$ cat src/hdl/fccs_pkg.sv
// Shared types, codes and constants of the fragment clash and span check unit.
package fccs_pkg;

	// Field widths
	localparam int COORD_W = 20;
	localparam int DIST_W  = 2 * (COORD_W + 1);
	localparam int REG_W   = 32;
	localparam int POS_W   = 10;
	localparam int FPOS_W  = 8;
	localparam int CMD_W   = 2;
	localparam int STAT_W  = 2;
	localparam int IDX_W   = 2;
	localparam int PT_W    = 3 * COORD_W;

	// Default store depths
	localparam int CHAIN_DEPTH_DEF = 1024;
	localparam int FRAG_DEPTH_DEF  = 256;

	// Command codes
	localparam logic [CMD_W-1:0] CMD_APPEND = 2'd0;
	localparam logic [CMD_W-1:0] CMD_FRAG   = 2'd1;
	localparam logic [CMD_W-1:0] CMD_CLEAR  = 2'd2;

	// Result status codes
	localparam logic [STAT_W-1:0] ST_FIT  = 2'd0;
	localparam logic [STAT_W-1:0] ST_COLL = 2'd1;
	localparam logic [STAT_W-1:0] ST_GAP  = 2'd2;

	// Register indexes
	localparam logic [IDX_W-1:0] REG_MIN_SEP  = 2'd0;
	localparam logic [IDX_W-1:0] REG_GAP_LOW  = 2'd1;
	localparam logic [IDX_W-1:0] REG_GAP_HIGH = 2'd2;

	// Register reset values (4.0^2 and 3.5^2 in Q16)
	localparam logic [REG_W-1:0] MIN_SEP_RST  = 32'd1048576;
	localparam logic [REG_W-1:0] GAP_LOW_RST  = 32'd802816;
	localparam logic [REG_W-1:0] GAP_HIGH_RST = 32'd1048576;

	// Commands from controller to datapath
	typedef struct packed {
		logic append;
		logic clear;
		logic load_pt;
		logic issue;
		logic frag_inc;
		logic emit;
	} ctrl_cmd_t;

	// Status from datapath to controller
	typedef struct packed {
		logic count_zero;
		logic fail_set;
		logic in_last;
		logic last_pt;
		logic sweep_last;
		logic pipe_busy;
		logic out_free;
	} dp_status_t;

endpackage

$ cat src/hdl/fccs_ctrl.sv
// Controller state machine: decodes items and sequences the chain sweep.
module fccs_ctrl (
	input  logic                    clk,
	input  logic                    arst_n,
	input  logic                    in_valid,
	output logic                    in_stall,
	input  logic [fccs_pkg::CMD_W-1:0] cmd,
	input  fccs_pkg::dp_status_t    dp_status,
	output fccs_pkg::ctrl_cmd_t     ctrl
);
	import fccs_pkg::*;

	localparam logic [1:0] S_IDLE  = 2'd0;
	localparam logic [1:0] S_SWEEP = 2'd1;
	localparam logic [1:0] S_DRAIN = 2'd2;
	localparam logic [1:0] S_EMIT  = 2'd3;

	logic [1:0] state_q;
	logic [1:0] state_d;
	logic       accept;

	assign in_stall = (state_q != S_IDLE);
	assign accept   = in_valid && !in_stall;

	// Next state and command decode
	always_comb begin
		state_d = state_q;
		ctrl    = '0;
		case (state_q)
			S_IDLE: begin
				if (accept) begin
					case (cmd)
						CMD_APPEND: ctrl.append = 1'b1;
						CMD_CLEAR:  ctrl.clear  = 1'b1;
						CMD_FRAG: begin
							ctrl.load_pt = 1'b1;
							if (!dp_status.fail_set && !dp_status.count_zero) begin
								state_d = S_SWEEP;
							end else if (dp_status.in_last) begin
								state_d = S_EMIT;
							end else begin
								ctrl.frag_inc = 1'b1;
							end
						end
						default: ;
					endcase
				end
			end
			S_SWEEP: begin
				ctrl.issue = 1'b1;
				if (dp_status.sweep_last) begin
					state_d = S_DRAIN;
				end
			end
			S_DRAIN: begin
				if (!dp_status.pipe_busy) begin
					if (dp_status.last_pt) begin
						state_d = S_EMIT;
					end else begin
						ctrl.frag_inc = 1'b1;
						state_d       = S_IDLE;
					end
				end
			end
			S_EMIT: begin
				if (dp_status.out_free) begin
					ctrl.emit = 1'b1;
					state_d   = S_IDLE;
				end
			end
			default: state_d = S_IDLE;
		endcase
	end

	// State register
	always_ff @(posedge clk or negedge arst_n) begin
		if (!arst_n) begin
			state_q <= S_IDLE;
		end else begin
			state_q <= state_d;
		end
	end

endmodule

$ cat config.mk
export PLATFORM = sky130hd
export DESIGN_NAME = fccs_ctrl
export DESIGN_NICKNAME = d
export VERILOG_FILES = /design/src/hdl/fccs_pkg.sv /design/src/hdl/fccs_ctrl.sv
export SDC_FILE = /design/constraint.sdc
export NUM_CORES = 1
export LEC_CHECK = 0
export CORE_AREA = 3 3 40 42
export DETAILED_ROUTE_END_ITERATION = 16
export DIE_AREA = 0 0 43 45
export DONT_BUFFER_PORTS = 1
export PLACE_DENSITY = 0.42
export SLEW_MARGIN = 25
export SYNTH_ARGS = -nofsm -noshare
export SYNTH_HDL_FRONTEND = slang
export SYNTH_SLANG_ARGS = --single-unit
$ cat constraint.sdc
create_clock -name clk -period 1.7 [get_ports clk]
set_input_delay 0.17 -clock clk [delete_from_list [all_inputs] [get_ports clk]]
set_output_delay 0.17 -clock clk [all_outputs]
set_load 0.05 [all_outputs]
==> results of run 1 <==
==> final cells by class <==
class / instances / area (um2) / share of cell area, %
Clock buffer: 3 / 22.5 / 5.86
Inverter: 1 / 3.75 / 0.977
Multi-Input combinational cell: 21 / 201 / 52.4
Sequential cell: 2 / 50.0 / 13.0
Tap cell: 15 / 18.8 / 4.89
Timing Repair Buffer: 8 / 87.6 / 22.8
==> per-stage QoR <==
step	TNS (ns)	setup WS (ns)
after floorplan	-0.0328	-0.0328
after global placement	0	0.275
after detailed placement	0	0.266
after CTS	0	0.0187
after global routing	0	0.0148
final	0	0.0659
==> power by group through the flow <==
stage          registers [mW]  logic, mW  clock network, mW
2_1_floorplan          0.0773      0.352                  0
3_3_place_gp           0.0902      0.439                  0
3_5_place_dp           0.0919      0.439                  0
4_1_cts                0.0922      0.445              0.114
5_1_grt                0.0972      0.473              0.123
6_report               0.0934      0.445              0.109
==> repair_timing <==
action                                  in CTS  in global routing
hold buffers                                 1                  0
hold endpoints to repair                     2                  0
gates resized for setup                      0                  1
endpoints found under the setup margin       0                  1
==> metal layers <==
| metal | track usage [%] | wire length, um |
|---|---|---|
| met1 | 9.16 | 278 |
| met2 | 8.08 | 222 |
| met3 | 7.57 | 117 |
| met4 | 7.23 | 14 |
| met5 | 0 | 0 |
==> cells by family after synthesis <==
kind of cell    count (synthesis)
compound gates                  4
flops                           2
buf+inv                         3
mux                             2
simple gates                   15
==> placed cells by master, fill, tap and decap left out, types with 2 or more instances in the layout <==
master    netlist  layout
buf_4           0       5
dfrtp_1         2       2
buf_12          0       2
nor2_1          3       3
nor2b_1         2       2
clkbuf_4        0       3
==> path summary, 6_finish.rpt <==
check	endpoint	slack, ns	cells past startpoint
setup / recovery	ctrl[1]	0.07	3
min in group asynchronous	state_q[0]$_DFFE_PN0P_	0.18	1
setup reg to reg	state_q[1]$_DFFE_PN0P_	0.35	3
hold / removal	state_q[1]$_DFFE_PN0P_	0.17	2
max in group asynchronous	state_q[1]$_DFFE_PN0P_	1.40	1
hold reg to reg	state_q[1]$_DFFE_PN0P_	0.63	2
==> summary.md, run 1 <==
| Metric | Value |
|---|---|
| Outcome | `completed` |
| Postcts setup bufs | `0` |
| Largest family of logic cells by synthesized area | `simple AND/OR/NAND/NOR gates` |
| Number of clock sinks | `2` |
| Finished Core Util | `29.9%` |
| TritonCTS clock tree | `built` |
| Core Box Area | `0.00128 mm2` |
| FFs w/ async S/R, synth | `100%` |
| Sequential element share of the synthesized area | `a little over a fifth` |
| Antenna violation net count after detailed routing | `0` |
| Compound-gate portion of the synthesized area | `13.8%` |
| Die W | `43 um` |
| Pins Over Slew Limit | `0` |
| Worst EP arrival | `roughly 1.5 ns` |
| Reg2reg start | `state_q[0]$_DFFE_PN0P_` |
| Initial antenna violation count | `0` |
| Area of the mapped netlist | `236 um2` |
| Max_cap viols | `0` |
| Sw Ratio | `between 50% and 60%` |
| Drt pass-1 iters | `3` |
| Flip-flop count of the largest register after layout | `2` |
| Skew final | `roughly 0.0036 ns` |
| F_max | `612 MHz` |
| Post-synthesis mux area share | `8.99%` |
| Synth Area per Inst | `a little over 9 um2` |
| Post-Synth Simple-Gate Area | `47.6%` |
| First-pass GRT wire length | `1040 um` |
| HP Start | `dp_status[0]` |
| Ant. Diodes | `0` |
| Final non-filler cell total | `50` |
| CP Max Fanout | `3` |
| Synth Area in XOR/XNOR | `0%` |
| Critical Path Source | `state_q[1]$_DFFE_PN0P_` |
| Tmin final | `between 1.5 and 2 ns` |
| Skew-Pair Late Insertion Delay | `about 0.23 ns` |
| Hold crit path type | `in -> reg` |
| Pwr Density | `between 1500 and 2000 mW/mm2` |
| Hold Fails Final Rpt | `0` |
| Top cells by area, synth | `dfrtp_1 21%, nand3b_4 8.5%, or4b_4 5.8%, a22oi_2 5.3%, nor2b_1 5.3%` |
| Critical path's slowest cell | `or4_4` |
| Kind of cell adding the most delay to the critical path | `simple AND/OR/NAND/NOR gates` |
| Top flop regs | `state_q x2` |
| Root buf cell | `clkbuf_4` |
| Ys flop type | `dfrtp_1` |
| Cell variety after synth | `21` |
| VDD IR max | `between 0.7 and 0.8 mV` |
| Avg Vias per Cell | `a little under 5` |
| Setup crit end kind | `primary output` |
| Syn_nets | `38` |
| Leakage Power | `roughly 0.17 nW` |
| RSZ-0062 raised after global routing | `no` |
| Vias | `between 200 and 250` |
| Die area | `slightly below 0.002 mm2` |
| H-tree depth | `1` |
| Yosys reg bits | `2` |
| Setup CP Type | `reg -> out` |
| Buf/Inv on CP | `1` |
| CP Data Required Time | `around 1.5 ns` |
| Post-Syn Instances | `26` |
| Largest net degree at the start of global routing | `8` |
| Logic gate share of total power | `just under 70%` |
| Num CTS Buffers | `3` |
| Port buffer count | `0` |
| Clock group share of total power | `between 10% and 20%` |
| HPWL Detailed | `508 um` |
| Relative slew slack | `67.2%` |
| Nets | `about 50` |
| Synth area leader | `dfrtp_1` |
| Total power | `roughly 0.65 mW` |
| EDFF count, synth | `0` |
| DRC | `0` |
| Dpl cell area | `~350 um2` |
| P_sw | `between 0.3 and 0.4 mW` |
| Crit-path cells | `or4_4, a21oi_4, buf_12` |
| Synth top cells by count | `3 x nor2_1, 2 x a21oi_1, 2 x dfrtp_1, 2 x nor2b_1` |
| Synth warn | `0` |
| Overflow after GRT | `0` |
| Startpoint class of the critical path | `flip-flop` |
| Adder-cell share of the synthesized area | `0%` |
| Dpl cells | `46` |
| Design area | `384 um2` |
| Period utilization | `a little over nine tenths` |
| Vias in the first global route | `between 200 and 250` |
| Clock transition at path regs | `around 0.030 ns` |
| Most frequent cell after synthesis | `nor2_1` |
| Setup violators final | `0` |
| Iter 0 DRT Violations | `3` |
| # rows | `13` |
| Worst-margin pin slew | `0.493 ns` |
| # IOs | `19` |
| Final GP Congestion | `0.755` |
| Die H | `45 um` |
| CP peak stage delay | `about 0.55 ns` |
| Share of the synthesized area in the top cell type | `21.2%` |
| Reg power frac | `approximately 14%` |
| Internal power | `around 0.32 mW` |
| WHS | `roughly 0.17 ns` |
| Initial Util | `a little under a fifth` |
| DRT Wirelength | `633 um` |
| Clock Path Buffers | `2` |
| Wirelength per Cell | `12.7 um` |
| Reg with most FFs | `state_q` |
| Synthesis-to-layout area growth | `62.4%` |
| Share of layout cells above drive strength 1 | `a little under three fifths` |
| Total Routing Usage GR | `7.99%` |
| Filler cells | `around 140` |
(Power assumes the default switching activity.)
==> run 2, diff against run 1 <==
--- a/config.mk
+++ b/config.mk
@@ -9,6 +9,7 @@
 export DETAILED_ROUTE_END_ITERATION = 16
 export DIE_AREA = 0 0 43 45
 export DONT_BUFFER_PORTS = 1
+export GPL_TIMING_DRIVEN = 0
 export PLACE_DENSITY = 0.42
 export SLEW_MARGIN = 25
 export SYNTH_ARGS = -nofsm -noshare
==> run 2 against run 1 <==
The flow now finishes with violations (setup timing). First-iteration DRC count fell by 100%. Critical path depth did not move. Core utilization decreased by 2.3 points. Cell area shrank 7.8%. Clock power shrank 7%. Worst hold slack better by 0.0068 ns. Sequential cell count is the same. Largest power group unchanged. Highest routed layer is now met3.
==> summary.md, run 2 (synthesis results as in run 1) <==
| Metric | Value |
|---|---|
| Outcome | `finished, violations left` |
| Failing checks | `setup timing` |
| Leakage Power | `roughly 0.15 nW` |
| Synthesis-to-layout area growth | `49.7%` |
| Most common cell after layout, fill and taps aside | `clkbuf_4` |
| Worst EP arrival | `1.60 ns` |
| Die W | `between 40 and 50 um` |
| CP Data Required Time | `roughly 1.5 ns` |
| Worst-margin pin slew | `between 0.9 and 1 ns` |
| Nets | `46` |
| Wirelength per Cell | `around 13 um` |
| Relative slew slack | `33.6%` |
| Flip-flop count of the largest register after layout | `2` |
| Core Box Area | `about 0.0013 mm2` |
| Die H | `45 um` |
| Setup violators final | `3` |
| Die area | `between 0.0015 and 0.002 mm2` |
| # rows | `13` |
| Reg with most FFs | `state_q` |
| Total power | `between 0.6 and 0.7 mW` |
| Overflow after GRT | `0` |
| TritonCTS clock tree | `built` |
| Number of clock sinks | `2` |
| Share of layout cells above drive strength 1 | `around three fifths` |
| Ant. Diodes | `0` |
| Root buf cell | `clkbuf_4` |
| Drt pass-1 iters | `1` |
| Vias | `between 200 and 250` |
| Avg Vias per Cell | `roughly 4.7` |
| HPWL Detailed | `about 470 um` |
| VDD IR max | `0.760 mV` |
| # IOs | `19` |
| Pwr Density | `between 1500 and 2000 mW/mm2` |
| Final non-filler cell total | `47` |
| Vias in the first global route | `between 200 and 250` |
| Num CTS Buffers | `3` |
| Clock Path Buffers | `2` |
| Startpoint class of the critical path | `flip-flop` |
| Clock transition at path regs | `around 0.03 ns` |
| Skew-Pair Late Insertion Delay | `roughly 0.22 ns` |
| Max_cap viols | `0` |
| Final GP Congestion | `approximately 0.65` |
| Setup crit end kind | `primary output` |
| Total Routing Usage GR | `7.07%` |
| DRT Wirelength | `a little over 600 um` |
| F_max | `565 MHz` |
| Top flop regs | `state_q x2` |
| DRC | `0` |
| H-tree depth | `1` |
| Pins Over Slew Limit | `0` |
| Initial Util | `a little under a fifth` |
| Dpl cells | `41` |
| RSZ-0062 raised after global routing | `yes` |
| Hold Fails Final Rpt | `0` |
| Antenna violation net count after detailed routing | `0` |
| Skew final | `0.00209 ns` |
| Filler cells | `144` |
| CP Max Fanout | `5` |
| Initial antenna violation count | `0` |
| First-pass GRT wire length | `around 1000 um` |
| Hold crit path type | `in -> reg` |
| Tmin final | `around 1.8 ns` |
| Dpl cell area | `287 um2` |
| Setup CP Type | `reg -> out` |
| Period utilization | `104%` |
| Port buffer count | `0` |
| Largest net degree at the start of global routing | `10` |
| Setup ws final | `-0.0699 ns` |
| Design area | `354 um2` |
| Iter 0 DRT Violations | `0` |
[run 2: changes by cell type in the layout (fill, tap and decap cells not counted)]
| cell | delta |
|---|---|
| nor2_4 | +1 |
| buf_4 | -3 |
| inv_1 | -1 |
| nor2_1 | -1 |
| inv_4 | +1 |
| buf_6 | +2 |
| buf_12 | -2 |
[run 2: where the power goes]
| group | internal [mW] | switching, mW | leakage [nW] |
|---|---|---|---|
| Combinational | 0.168 | 0.305 | 0.111 |
| Sequential | 0.0713 | 0.00984 | 0.0249 |
| Clock | 0.0775 | 0.0232 | 0.0138 |
| Total | 0.317 | 0.338 | 0.149 |
[run 2: path summary, 6_finish.rpt]
check,startpoint,endpoint,slack (ns),cells after the start
min in group asynchronous,arst_n,state_q[0]$_DFFE_PN0P_,0.19,1
hold reg to reg,state_q[0]$_DFFE_PN0P_,state_q[1]$_DFFE_PN0P_,0.72,3
setup reg to reg,state_q[0]$_DFFE_PN0P_,state_q[0]$_DFFE_PN0P_,-0.02,4
max in group asynchronous,arst_n,state_q[1]$_DFFE_PN0P_,1.39,1
setup / recovery,state_q[1]$_DFFE_PN0P_,ctrl[1],-0.07,3
hold / removal,dp_status[0],state_q[1]$_DFFE_PN0P_,0.17,2
[run 2: per-layer routing]
metal / global-route usage, % / wire length, um
met1: 8.39 / 244
met2: 7.78 / 243
met3: 5.98 / 117
met4: 5.42 / 0
met5: 0 / 0
[run 2: stage by stage]
stage                     TNS [ns]  hold slack [ns]  worst slack [ns]  utilization [%]
final                       -0.139            0.175           -0.0699             27.6
after CTS                   -0.165            0.168           -0.0830             27.0
after global placement      -0.122           -0.126            -0.122             22.3
after floorplan            -0.0328           -0.126           -0.0328                -
after global routing        -0.399            0.162            -0.133             27.6
after detailed placement    -0.142           -0.126            -0.131             22.3
[run 2: area by class of cell]
class	count	area (um2)	share of cell area, %
Buffer	2	22.5	6.36
Multi-Input combinational cell	21	209	59.0
Sequential cell	2	50.0	14.1
Tap cell	15	18.8	5.30
Inverter	1	6.26	1.77
Timing Repair Buffer	3	25.0	7.07
Clock buffer	3	22.5	6.36
[run 2: timing repair]
item                                    CTS  global route
buffers inserted                          1             1
endpoints found under the setup margin    3             4
resized for setup                         7             0
hold buffers                              1             0
hold endpoints to repair                  2             0
pin swaps                                 3             2
[run 2: critical path, cell delays in order (launching register included)]
cell and delay [ns]:
dfrtp_1 0.36, buf_6 0.13, or4_4 0.54, a21oi_4 0.35
==> run 3, diff against run 2 <==
--- a/config.mk
+++ b/config.mk
@@ -6,11 +6,14 @@
 export NUM_CORES = 1
 export LEC_CHECK = 0
 export CORE_AREA = 3 3 40 42
+export CTS_CLUSTER_DIAMETER = 80
 export DETAILED_ROUTE_END_ITERATION = 16
 export DIE_AREA = 0 0 43 45
 export DONT_BUFFER_PORTS = 1
 export GPL_TIMING_DRIVEN = 0
+export MAX_ROUTING_LAYER = met4
 export PLACE_DENSITY = 0.42
+export SETUP_SLACK_MARGIN = 0.4
 export SLEW_MARGIN = 25
 export SYNTH_ARGS = -nofsm -noshare
 export SYNTH_HDL_FRONTEND = slang
==> run 3 against run 2 <==
Clock skew grew 0.0019 ns. Non-clock buffer count rose by 5. Sequential cell count unchanged. Total power up 25%. Routed wire length is 28% higher. Maximum frequency grew 0.83%. Register-to-register slack improved by 0.30 ns. The flow still finishes with violations (setup timing). Worst hold slack got worse by 0.0066 ns. Core utilization rose by 5.7 points.
==> summary.md, run 3 (synthesis results as in run 1) <==
| Metric | Value |
|---|---|
| Outcome | `finished, violations left` |
| Reg power frac | `roughly a tenth` |
| Setup violators final | `2` |
| DRC | `0` |
| Number of clock sinks | `2` |
| Reg with most FFs | `state_q` |
| CP Data Required Time | `~1.5 ns` |
| P_sw | `just under 0.4 mW` |
| Fin Setup TNS | `-0.0966 ns` |
| VDD IR max | `slightly below 0.8 mV` |
| Critical Path Source | `state_q[1]$_DFFE_PN0P_` |
| RSZ-0062 raised after global routing | `yes` |
| H-tree depth | `1` |
| Tmin final | `roughly 1.8 ns` |
| Commonest non-fill, non-tap cells in the layout | `5 x buf_4, 4 x buf_6, 3 x clkbuf_4` |
| Nets | `between 50 and 60` |
| Internal power | `roughly 0.43 mW` |
| Period utilization | `103%` |
| Port buffer count | `0` |
| TritonCTS clock tree | `built` |
| Overflow after GRT | `0` |
| Reg2Reg Setup Slack | `0.28 ns` |
| Clock Path Buffers | `2` |
| Hold crit path type | `in -> reg` |
| Worst EP arrival | `1.59 ns` |
| HP Start | `dp_status[2]` |
| Skew-Pair Late Insertion Delay | `~0.23 ns` |
| Pwr Density | `around 1900 mW/mm2` |
| Max_cap viols | `0` |
| Setup CP Type | `reg -> out` |
| First-pass GRT wire length | `slightly above 1000 um` |
| Dpl cell area | `~310 um2` |
| Sw Ratio | `a little under half` |
| Largest net degree at the start of global routing | `10` |
| Top flop regs | `state_q x2` |
| Finished Core Util | `between 30% and 40%` |
| Drt pass-1 iters | `4` |
| Vias | `256` |
| CP Max Fanout | `4` |
| Total Routing Usage GR | `under 10%` |
| Die W | `roughly 43 um` |
| Antenna violation net count after detailed routing | `0` |
| Pins Over Slew Limit | `0` |
| Clock transition at path regs | `0.03 ns` |
| Reg2reg start | `state_q[1]$_DFFE_PN0P_` |
| Logic gate share of total power | `between 70% and 80%` |
| Filler cells | `around 140` |
| Setup crit end kind | `primary output` |
| HPWL Detailed | `a little under 500 um` |
| Startpoint class of the critical path | `flip-flop` |
| Final GP Congestion | `between 0.6 and 0.7` |
| Hold Fails Final Rpt | `0` |
| Iter 0 DRT Violations | `5` |
| Ant. Diodes | `0` |
| Share of layout cells above drive strength 1 | `roughly 73%` |
| Failing checks | `setup timing` |
| Wirelength per Cell | `roughly 15 um` |
| Skew final | `between 0.003 and 0.004 ns` |
| Dpl cells | `41` |
| Post-Place Setup Slack | `0.114 ns` |
| Core Box Area | `0.00128 mm2` |
| Die H | `roughly 45 um` |
| Initial antenna violation count | `0` |
| F_max | `between 500 and 600 MHz` |
| Relative slew slack | `51.7%` |
| Final non-filler cell total | `between 50 and 60` |
| Synthesis-to-layout area growth | `81.0%` |
| Num CTS Buffers | `3` |
| Flip-flop count of the largest register after layout | `2` |
| Initial Util | `18.4%` |
| Root buf cell | `clkbuf_4` |
| Die area | `about 0.0019 mm2` |
| Avg Vias per Cell | `around 4.9` |
| DRT Wirelength | `773 um` |
| Leakage Power | `around 0.18 nW` |
| Design area | `between 400 and 500 um2` |
| Most common cell after layout, fill and taps aside | `buf_4` |
| Worst-margin pin slew | `between 0.7 and 0.8 ns` |
| Vias in the first global route | `250` |
| Clock group share of total power | `approximately 13%` |
| Setup ws final | `-0.0553 ns` |
| # rows | `13` |
| # IOs | `19` |
-- run 3: cell count changes in the layout (fill, tap and decap cells not counted), sizes merged --
| cell | delta |
|---|---|
| buf | +5 |
-- run 3: area by class of cell --
cell class,count,area [um2],share of cell area [%]
multi-input cells,21,238,55.6
clock buffers,3,22.5,5.26
flip-flops and latches,2,50.0,11.7
inverters,1,6.26,1.46
well taps,15,18.8,4.39
plain buffers,2,22.5,5.26
repair buffers,8,70.1,16.4
-- run 3: power by group through the flow --
| stage | Sequential [mW] | Combinational [mW] | Clock, mW |
|---|---|---|---|
| finish | 0.0813 | 0.629 | 0.106 |
| floorplan | 0.0806 | 0.406 | 0 |
| detailed placement | 0.0821 | 0.438 | 0 |
| global route | 0.0822 | 0.662 | 0.118 |
| CTS | 0.0815 | 0.482 | 0.113 |
| global placement | 0.0813 | 0.435 | 0 |
-- run 3: worst paths after layout --
check,to,cells after the start
setup reg to reg,state_q[0]$_DFFE_PN0P_,6
max in group asynchronous,state_q[1]$_DFFE_PN0P_,1
setup / recovery,ctrl[1],3
hold / removal,state_q[0]$_DFFE_PN0P_,2
hold reg to reg,state_q[1]$_DFFE_PN0P_,3
min in group asynchronous,state_q[0]$_DFFE_PN0P_,1
-- run 3: timing repair --
action | CTS | global route
setup buffers | 1 | 6
hold endpoints to repair | 2 | 0
pin swaps | 2 | 1
gates resized for setup | 4 | 5
hold buffers | 1 | 0
setup endpoints to repair | 7 | 7
-- run 3: stage by stage --
step | power (mW) | hold slack (ns)
after global placement | 0.516 | -0.126
after global routing | 0.862 | 0.164
after CTS | 0.676 | 0.163
final | 0.816 | 0.168
after floorplan | 0.486 | -0.126
after detailed placement | 0.520 | -0.126
-- run 3: worst max-delay path: stages, from the launching register on --
cell and delay [ns]:
dfrtp_1 0.36, buf_6 0.13, or4_4 0.52, a21oi_4 0.35
-- run 3: per-layer routing --
metal	vias to the layer above	global-route usage [%]	wire, um
met5	-	-	0
met4	0	9.04	19
met3	2	4.38	93
met2	15	9.88	388
met1	119	7.95	272
li1	120	-	-
